===== src/hw/rtl/cls_pkg.sv =====
package cls_pkg;

  localparam int DEPTH_DEF      = 16;
  localparam int ENTRY_BITS_DEF = 32;

  localparam int MODE_W   = 3;
  localparam int POS_W    = 4;
  localparam int VALUE_W  = 32;
  localparam int RIDX_W   = 4;
  localparam int STATUS_W = 2;
  localparam int COUNT_W  = 5;

  typedef enum logic [MODE_W-1:0] {
    OP_APPEND  = 3'd0,
    OP_REPLACE = 3'd1,
    OP_REMOVE  = 3'd2,
    OP_FIND    = 3'd3,
    OP_CLEAR   = 3'd4
  } cls_op_t;

  typedef enum logic [STATUS_W-1:0] {
    ST_OK    = 2'd0,
    ST_FULL  = 2'd1,
    ST_RANGE = 2'd2
  } cls_status_t;

  typedef struct packed {
    logic take;
    logic append;
    logic replace;
    logic remove;
    logic find;
  } cls_cmd_t;

endpackage


===== src/hw/rtl/cls_cell.sv =====
module cls_cell #(
  parameter int ENTRY_BITS = 32,
  parameter int EXT_W      = 5,
  parameter int INDEX      = 0
) (
  input  logic                   clk,
  input  logic                   rst,
  input  cls_pkg::cls_cmd_t      cmd,
  input  logic [EXT_W-1:0]       pos,
  input  logic [EXT_W-1:0]       count,
  input  logic [ENTRY_BITS-1:0]  value,
  input  logic [ENTRY_BITS-1:0]  neighbor,
  output logic [ENTRY_BITS-1:0]  entry,
  output logic                   match
);
  import cls_pkg::*;

  localparam logic [EXT_W-1:0] K_SELF = EXT_W'(INDEX);
  localparam logic [EXT_W-1:0] K_NEXT = EXT_W'(INDEX + 1);

  logic occupied;
  logic load_new;
  logic shift;

  assign occupied = count > K_SELF;
  assign load_new = (cmd.append && count == K_SELF) ||
                    (cmd.replace && pos == K_SELF && occupied);
  assign shift    = cmd.remove && pos <= K_SELF && K_NEXT < count;

  always_ff @(posedge clk) begin
    if (load_new) begin
      entry <= value;
    end else if (shift) begin
      entry <= neighbor;
    end
  end

  always_ff @(posedge clk) begin
    if (rst) begin
      match <= 1'b0;
    end else if (cmd.take) begin
      match <= cmd.find && occupied && entry == value;
    end
  end

endmodule


===== src/hw/rtl/cls_prio_enc.sv =====
module cls_prio_enc #(
  parameter int DEPTH = 16,
  parameter int IDX_W = 4
) (
  input  logic [DEPTH-1:0] match,
  output logic [IDX_W-1:0] index,
  output logic             any
);
  import cls_pkg::*;

  logic [DEPTH-1:0] lowest;

  assign lowest = match & (~match + DEPTH'(1));
  assign any    = |match;

  always_comb begin
    index = '0;
    for (int b = 0; b < IDX_W; b++) begin
      for (int k = 0; k < DEPTH; k++) begin
        if (((k >> b) & 1) == 1) begin
          index[b] = index[b] | lowest[k];
        end
      end
    end
  end

endmodule


===== src/hw/rtl/compacting_list_with_search_top.sv =====
// an accepted word passes through the s1 stage registers, then the result registers
// throughput: one word per cycle while the result side keeps up
// state changes at the accept edge; find compares in every cell, then a priority encode
// reset clears the entry count and all handshake state; cell contents are kept
// entries at or above the count are never read, so no clearing pass is needed
module compacting_list_with_search_top #(
  parameter int DEPTH      = cls_pkg::DEPTH_DEF,
  parameter int ENTRY_BITS = cls_pkg::ENTRY_BITS_DEF
) (
  input  logic                          clk,
  input  logic                          rst,
  input  logic                          item_valid,
  output logic                          item_stall,
  input  logic [cls_pkg::MODE_W-1:0]    mode,
  input  logic [cls_pkg::POS_W-1:0]     position,
  input  logic [cls_pkg::VALUE_W-1:0]   entry_value,
  output logic                          result_valid,
  input  logic                          result_stall,
  output logic [cls_pkg::RIDX_W-1:0]    result_index,
  output logic                          found,
  output logic [cls_pkg::STATUS_W-1:0]  status,
  output logic [cls_pkg::COUNT_W-1:0]   entry_count
);
  import cls_pkg::*;

  localparam int CNT_W = $clog2(DEPTH + 1);
  localparam int IDX_W = $clog2(DEPTH);
  localparam int EXT_W = (CNT_W > COUNT_W) ? CNT_W : COUNT_W;
  localparam logic [EXT_W-1:0] FULL_COUNT = EXT_W'(DEPTH);

  logic [CNT_W-1:0]       count;
  logic [CNT_W-1:0]       count_next;
  logic [EXT_W-1:0]       count_x;
  logic [EXT_W-1:0]       pos_x;
  logic [ENTRY_BITS-1:0]  value_in;
  logic                   take;
  logic                   move;
  cls_op_t                op;
  cls_cmd_t               cmd;
  cls_status_t            st_next;
  logic [RIDX_W-1:0]      idx_next;

  logic                   s1_valid;
  cls_status_t            s1_status;
  logic [RIDX_W-1:0]      s1_index;
  logic [COUNT_W-1:0]     s1_count;

  cls_status_t            res_status;

  logic [ENTRY_BITS-1:0]  cell_entry [DEPTH];
  logic [DEPTH-1:0]       match;
  logic [IDX_W-1:0]       hit_index;
  logic                   hit_any;
  logic [EXT_W-1:0]       hit_index_x;

  assign count_x    = EXT_W'(count);
  assign pos_x      = EXT_W'(position);
  assign value_in   = ENTRY_BITS'(entry_value);
  assign op         = cls_op_t'(mode);
  assign item_stall = s1_valid && result_valid && result_stall;
  assign take       = item_valid && !item_stall;
  assign move       = s1_valid && (!result_valid || !result_stall);

  always_comb begin
    cmd        = '0;
    cmd.take   = take;
    count_next = count;
    st_next    = ST_OK;
    idx_next   = '0;
    case (op)
      OP_APPEND: begin
        if (count_x == FULL_COUNT) begin
          st_next = ST_FULL;
        end else begin
          cmd.append = take;
          idx_next   = count_x[RIDX_W-1:0];
          count_next = count + CNT_W'(1);
        end
      end
      OP_REPLACE: begin
        if (pos_x >= count_x) begin
          st_next = ST_RANGE;
        end else begin
          cmd.replace = take;
        end
      end
      OP_REMOVE: begin
        if (pos_x >= count_x) begin
          st_next = ST_RANGE;
        end else begin
          cmd.remove = take;
          count_next = count - CNT_W'(1);
        end
      end
      OP_FIND: begin
        cmd.find = take;
      end
      OP_CLEAR: begin
        count_next = '0;
      end
      default: begin
      end
    endcase
  end

  for (genvar k = 0; k < DEPTH; k++) begin : g_cell
    logic [ENTRY_BITS-1:0] neighbor;
    if (k < DEPTH - 1) begin : g_mid
      assign neighbor = cell_entry[k+1];
    end else begin : g_last
      assign neighbor = cell_entry[k];
    end
    cls_cell #(
      .ENTRY_BITS (ENTRY_BITS),
      .EXT_W      (EXT_W),
      .INDEX      (k)
    ) u_cell (
      .clk      (clk),
      .rst      (rst),
      .cmd      (cmd),
      .pos      (pos_x),
      .count    (count_x),
      .value    (value_in),
      .neighbor (neighbor),
      .entry    (cell_entry[k]),
      .match    (match[k])
    );
  end

  cls_prio_enc #(
    .DEPTH (DEPTH),
    .IDX_W (IDX_W)
  ) u_prio_enc (
    .match (match),
    .index (hit_index),
    .any   (hit_any)
  );

  assign hit_index_x = EXT_W'(hit_index);

  always_ff @(posedge clk) begin
    if (rst) begin
      count    <= '0;
      s1_valid <= 1'b0;
    end else begin
      if (take) begin
        count <= count_next;
      end
      if (take) begin
        s1_valid <= 1'b1;
      end else if (move) begin
        s1_valid <= 1'b0;
      end
    end
  end

  always_ff @(posedge clk) begin
    if (take) begin
      s1_status <= st_next;
      s1_index  <= idx_next;
      s1_count  <= COUNT_W'(EXT_W'(count_next));
    end
  end

  always_ff @(posedge clk) begin
    if (rst) begin
      result_valid <= 1'b0;
    end else if (move) begin
      result_valid <= 1'b1;
    end else if (!result_stall) begin
      result_valid <= 1'b0;
    end
  end

  always_ff @(posedge clk) begin
    if (move) begin
      result_index <= hit_any ? hit_index_x[RIDX_W-1:0] : s1_index;
      found        <= hit_any;
      res_status   <= s1_status;
      entry_count  <= s1_count;
    end
  end

  assign status = res_status;

  a_count_bound: assert property (@(posedge clk) disable iff (rst)
    count_x <= FULL_COUNT)
    else $error("entry count above depth");

  a_full_holds: assert property (@(posedge clk) disable iff (rst)
    take && op == OP_APPEND && count_x == FULL_COUNT |=> $stable(count))
    else $error("append on a full list changed the count");

  a_found_ok: assert property (@(posedge clk) disable iff (rst)
    result_valid && found |-> res_status == ST_OK)
    else $error("match reported with an error status");

  a_stall_cause: assert property (@(posedge clk) disable iff (rst)
    item_stall |-> s1_valid && result_valid)
    else $error("input stalled with a free pipeline");

  a_move_loads: assert property (@(posedge clk) disable iff (rst)
    move |=> result_valid)
    else $error("result not presented after stage handoff");

endmodule


===== config.mk =====
export PLATFORM = sky130hd
export DESIGN_NAME = compacting_list_with_search_top
export DESIGN_NICKNAME = d
export VERILOG_FILES = /design/src/hw/rtl/cls_pkg.sv /design/src/hw/rtl/cls_cell.sv /design/src/hw/rtl/cls_prio_enc.sv /design/src/hw/rtl/compacting_list_with_search_top.sv
export SDC_FILE = /design/constraint.sdc
export NUM_CORES = 1
export LEC_CHECK = 0
export BUFFER_PORTS_ARGS = -buffer_cell sky130_fd_sc_hd__buf_2
export CAP_MARGIN = 20
export CORE_MARGIN = 2
export CORE_UTILIZATION = 59
export DETAILED_ROUTE_END_ITERATION = 10
export HOLD_SLACK_MARGIN = 0.03
export PLACE_DENSITY = 0.86
export SKIP_CTS_REPAIR_TIMING = 1
export SLEW_MARGIN = 10
export SYNTH_ARGS = -nofsm -noshare
export SYNTH_HDL_FRONTEND = slang
export SYNTH_SLANG_ARGS = --single-unit

===== constraint.sdc =====
create_clock -name clk -period 15.3 [get_ports clk]
set_clock_uncertainty 0.05 [all_clocks]
set_input_delay 0.765 -clock clk [delete_from_list [all_inputs] [get_ports clk]]
set_output_delay 0.765 -clock clk [all_outputs]
set_load 0.02 [all_outputs]

==> impl_metrics.json <==
{
  "crit_required_ps": 15500,
  "sequentialPowerShare_pct": 50.7,
  "vias": 19000,
  "ys_ff_latch": 558,
  "mostFrequentLayoutCell": "edfxtp_1",
  "start_kind": "flop",
  "start_util_pct": 60.0,
  "row_count": 82,
  "yosys-top-cells-area": "edfxtp_1 53%, mux2_2 17%, xor2_1 8.1%",
  "drv_cap": 0,
  "antenna_found_initial": 0,
  "max_stage_delay_ps": 840,
  "netlist_area_um2": 30200,
  "synth_edf_count": 535,
  "seq_area_frac_synth_pct": 54.8,
  "hpwl_um": 53700,
  "crit_slowest_cell": "nor3_1",
  "yosysTopAreaCell": "edfxtp_1",
  "routed.top_layer": "met4",
  "worstSetupPathType": "flop to flop",
  "antenna_left": 0,
  "max_freq_ghz": 0.207,
  "track_usage_pct": 31.1,
  "layout-drive-gt1-share_pct": 31.6,
  "synth_warnings": 0,
  "combPwrFrac_pct": 6.5,
  "fin_crit_ps": 4840,
  "drtIter0Drc": 2297,
  "register_area_um2": 16500,
  "avgSynthCellArea_um2": 13.6,
  "nFillCells": 3460,
  "ff2ff_setup_slack_ps": 10460,
  "coreArea_um2": 50300,
  "hold_path_class": "flop to flop",
  "clockBufferDepth": 3,
  "cts_tree": "yes",
  "clk_pin_slew_ps": 60,
  "synth_ff_type": "edfxtp_1",
  "synth_nets": 2268,
  "grt_max_degree": 34,
  "fin_util_pct": 65.9,
  "via_per_inst": 6.54,
  "drt-met1-wl_um": 31200,
  "synthToLayoutAreaGrowth_pct": 9.81,
  "intPower_mw": 2.53,
  "grt_pass1_wl_um": 123000,
  "grt_pass1_vias": 19600,
  "multi_input_area_um2": 12900,
  "swShare_pct": 23.2,
  "die_height_um": 230,
  "path_cells": "inv_1 -> ha_1 -> a211o_1 -> o2bb2ai_1 -> nor3_1 -> a32o_1 -> buf_4 -> or2_2",
  "mostFrequentLayoutCells": "535 x edfxtp_1, 450 x mux2_2, 279 x xor2_1",
  "switching_power_mw": 0.765,
  "routed_wirelength_um": 82600,
  "tightestPinTransition_ps": 1100,
  "diodes": 0,
  "ctsHtreeMaxLevel": 2,
  "io_buffers": 56,
  "status": "finished clean",
  "worstPathBufferInverterCount": 2,
  "gp_congestion": 0.957,
  "netlist.area_leader.share_pct": 53.3,
  "crit_arrival_ps": 5040,
  "slew_headroom_pct": 26.0,
  "insertion_delay_ps": 650,
  "slew_viol_final": 0,
  "critPathMaxFanout": 33,
  "nets": 2244,
  "grt_setup_unrepaired": "false",
  "endpoint_kind": "flop",
  "ir_drop_v": 0.0000926,
  "gr-total-overflow": 0,
  "pwr-share-clk_pct": 42.8,
  "p_per_area_nw_per_um2": 99.4,
  "setup_viol": 0,
  "route.met3.wl_um": 8240,
  "first_pass_iters": 5,
  "netlist_instances": 2216,
  "finalHoldViolations": 0,
  "met2_length_um": 39000,
  "cts_sinks": 558,
  "finalCritPeriodShare_pct": 31.6,
  "tns_ps": 0,
  "io_pins": 57,
  "die_w_um": 230,
  "cts_buffers": 57,
  "die_area_um2": 52900,
  "drc": 0,
  "leakagePower_nw": 11.0,
  "cpLargestDelayFamily": "simple AND/OR/NAND/NOR gates",
  "root_buffer": "clkbuf_16",
  "async_flop_share_pct": 0,
  "synth.distinct_cells": 67,
  "wl_per_cell_um": 28.4
}
==> path summary, 6_finish.rpt <==
check	from	to	cells after the start
worst min register to register	s1_count[3]$_DFFE_PN_	entry_count[3]$_DFFE_PP_	0
worst max-delay path	count[2]$_SDFFE_PP0N_	g_cell[7].u_cell.entry[24]$_DFFE_PP_	8
worst max register to register	count[2]$_SDFFE_PP0N_	g_cell[7].u_cell.entry[24]$_DFFE_PP_	8
worst min-delay path	s1_count[3]$_DFFE_PN_	entry_count[3]$_DFFE_PP_	0
==> worst register-to-register path, stage by stage (launching register included) <==
cell and delay [ps]:
dfxtp_1 680, inv_1 400, ha_1 410, a211o_1 330, o2bb2ai_1 350, nor3_1 850, a32o_1 240, buf_4 390
or2_2 720
==> registers in the layout, summed over array words and instances, names as in the netlist, 2 cells and up <==
signal / cells
result_index: 4
s1_count: 5
g_cell.u_cell.match: 16
status: 2
s1_index: 4
s1_status: 2
entry_count: 5
g_cell.u_cell.entry: 512
count: 5
==> per-stage QoR <==
| step | total power [mW] | worst slack [ps] | cell area [µm²] | std cells | hold WS [ps] |
|---|---|---|---|---|---|
| after CTS | 3.28 | 10300 | 32900 | 2899 | 362 |
| after detailed placement | 1.91 | 10350 | 31100 | 2795 | 358 |
| final | 3.29 | 10460 | 33100 | 2909 | 373 |
| after global routing | 3.35 | 10250 | 33100 | 2909 | 377 |
| after global placement | 1.90 | 10440 | 31000 | 2793 | 353 |
| after floorplan | 1.83 | 9270 | 30200 | 2216 | 350 |
==> cell families (layout without fill, tap and decap cells) <==
group,Yosys count,in the layout,synth area share [%]
simple gates,326,326,6.12
buf+inv,219,240,2.94
fa+ha+maj,9,9,0.373
xor+xnor,513,513,14.9
compound gates,110,110,2.55
mux,481,481,18.3
flops,558,558,54.8
==> cell type report <==
class	instances	area share (%)
clock buffers	75	4.58
clock inverters	29	0.971
inverters	16	0.181
multi-input cells	1439	39.1
flip-flops and latches	558	49.9
well taps	672	2.54
repair buffers	120	2.75
==> synth_stat cells, types with 15 or more instances <==
cell type  instances
edfxtp_1         535
mux2_2           450
xor2_1           279
xnor2_1          234
clkbuf_1         152
nor4_1            86
nand4_1           83
nor2_1            42
nor3_1            30
buf_1             29
mux2_4            29
nand2_1           29
o21ai_0           25
a21oi_1           23
dfxtp_1           23
nand3_1           17
buf_2             16
inv_1             15
==> power groups by stage <==
stage / logic (mW) / clock network [mW] / registers (mW)
CTS: 0.208 / 1.41 / 1.67
global route: 0.225 / 1.46 / 1.67
detailed placement: 0.206 / 0 / 1.70
global placement: 0.202 / 0 / 1.70
floorplan: 0.134 / 0 / 1.70
finish: 0.215 / 1.41 / 1.67
==> metal layers <==
layer / GRT usage, % / vias up
met5: 0 / -
met4: 15.1 / 0
met3: 5.77 / 278
met2: 50.2 / 1126
met1: 40.7 / 9474
li1: - / 8135
Note: power is estimated with default switching activity, not from simulation.
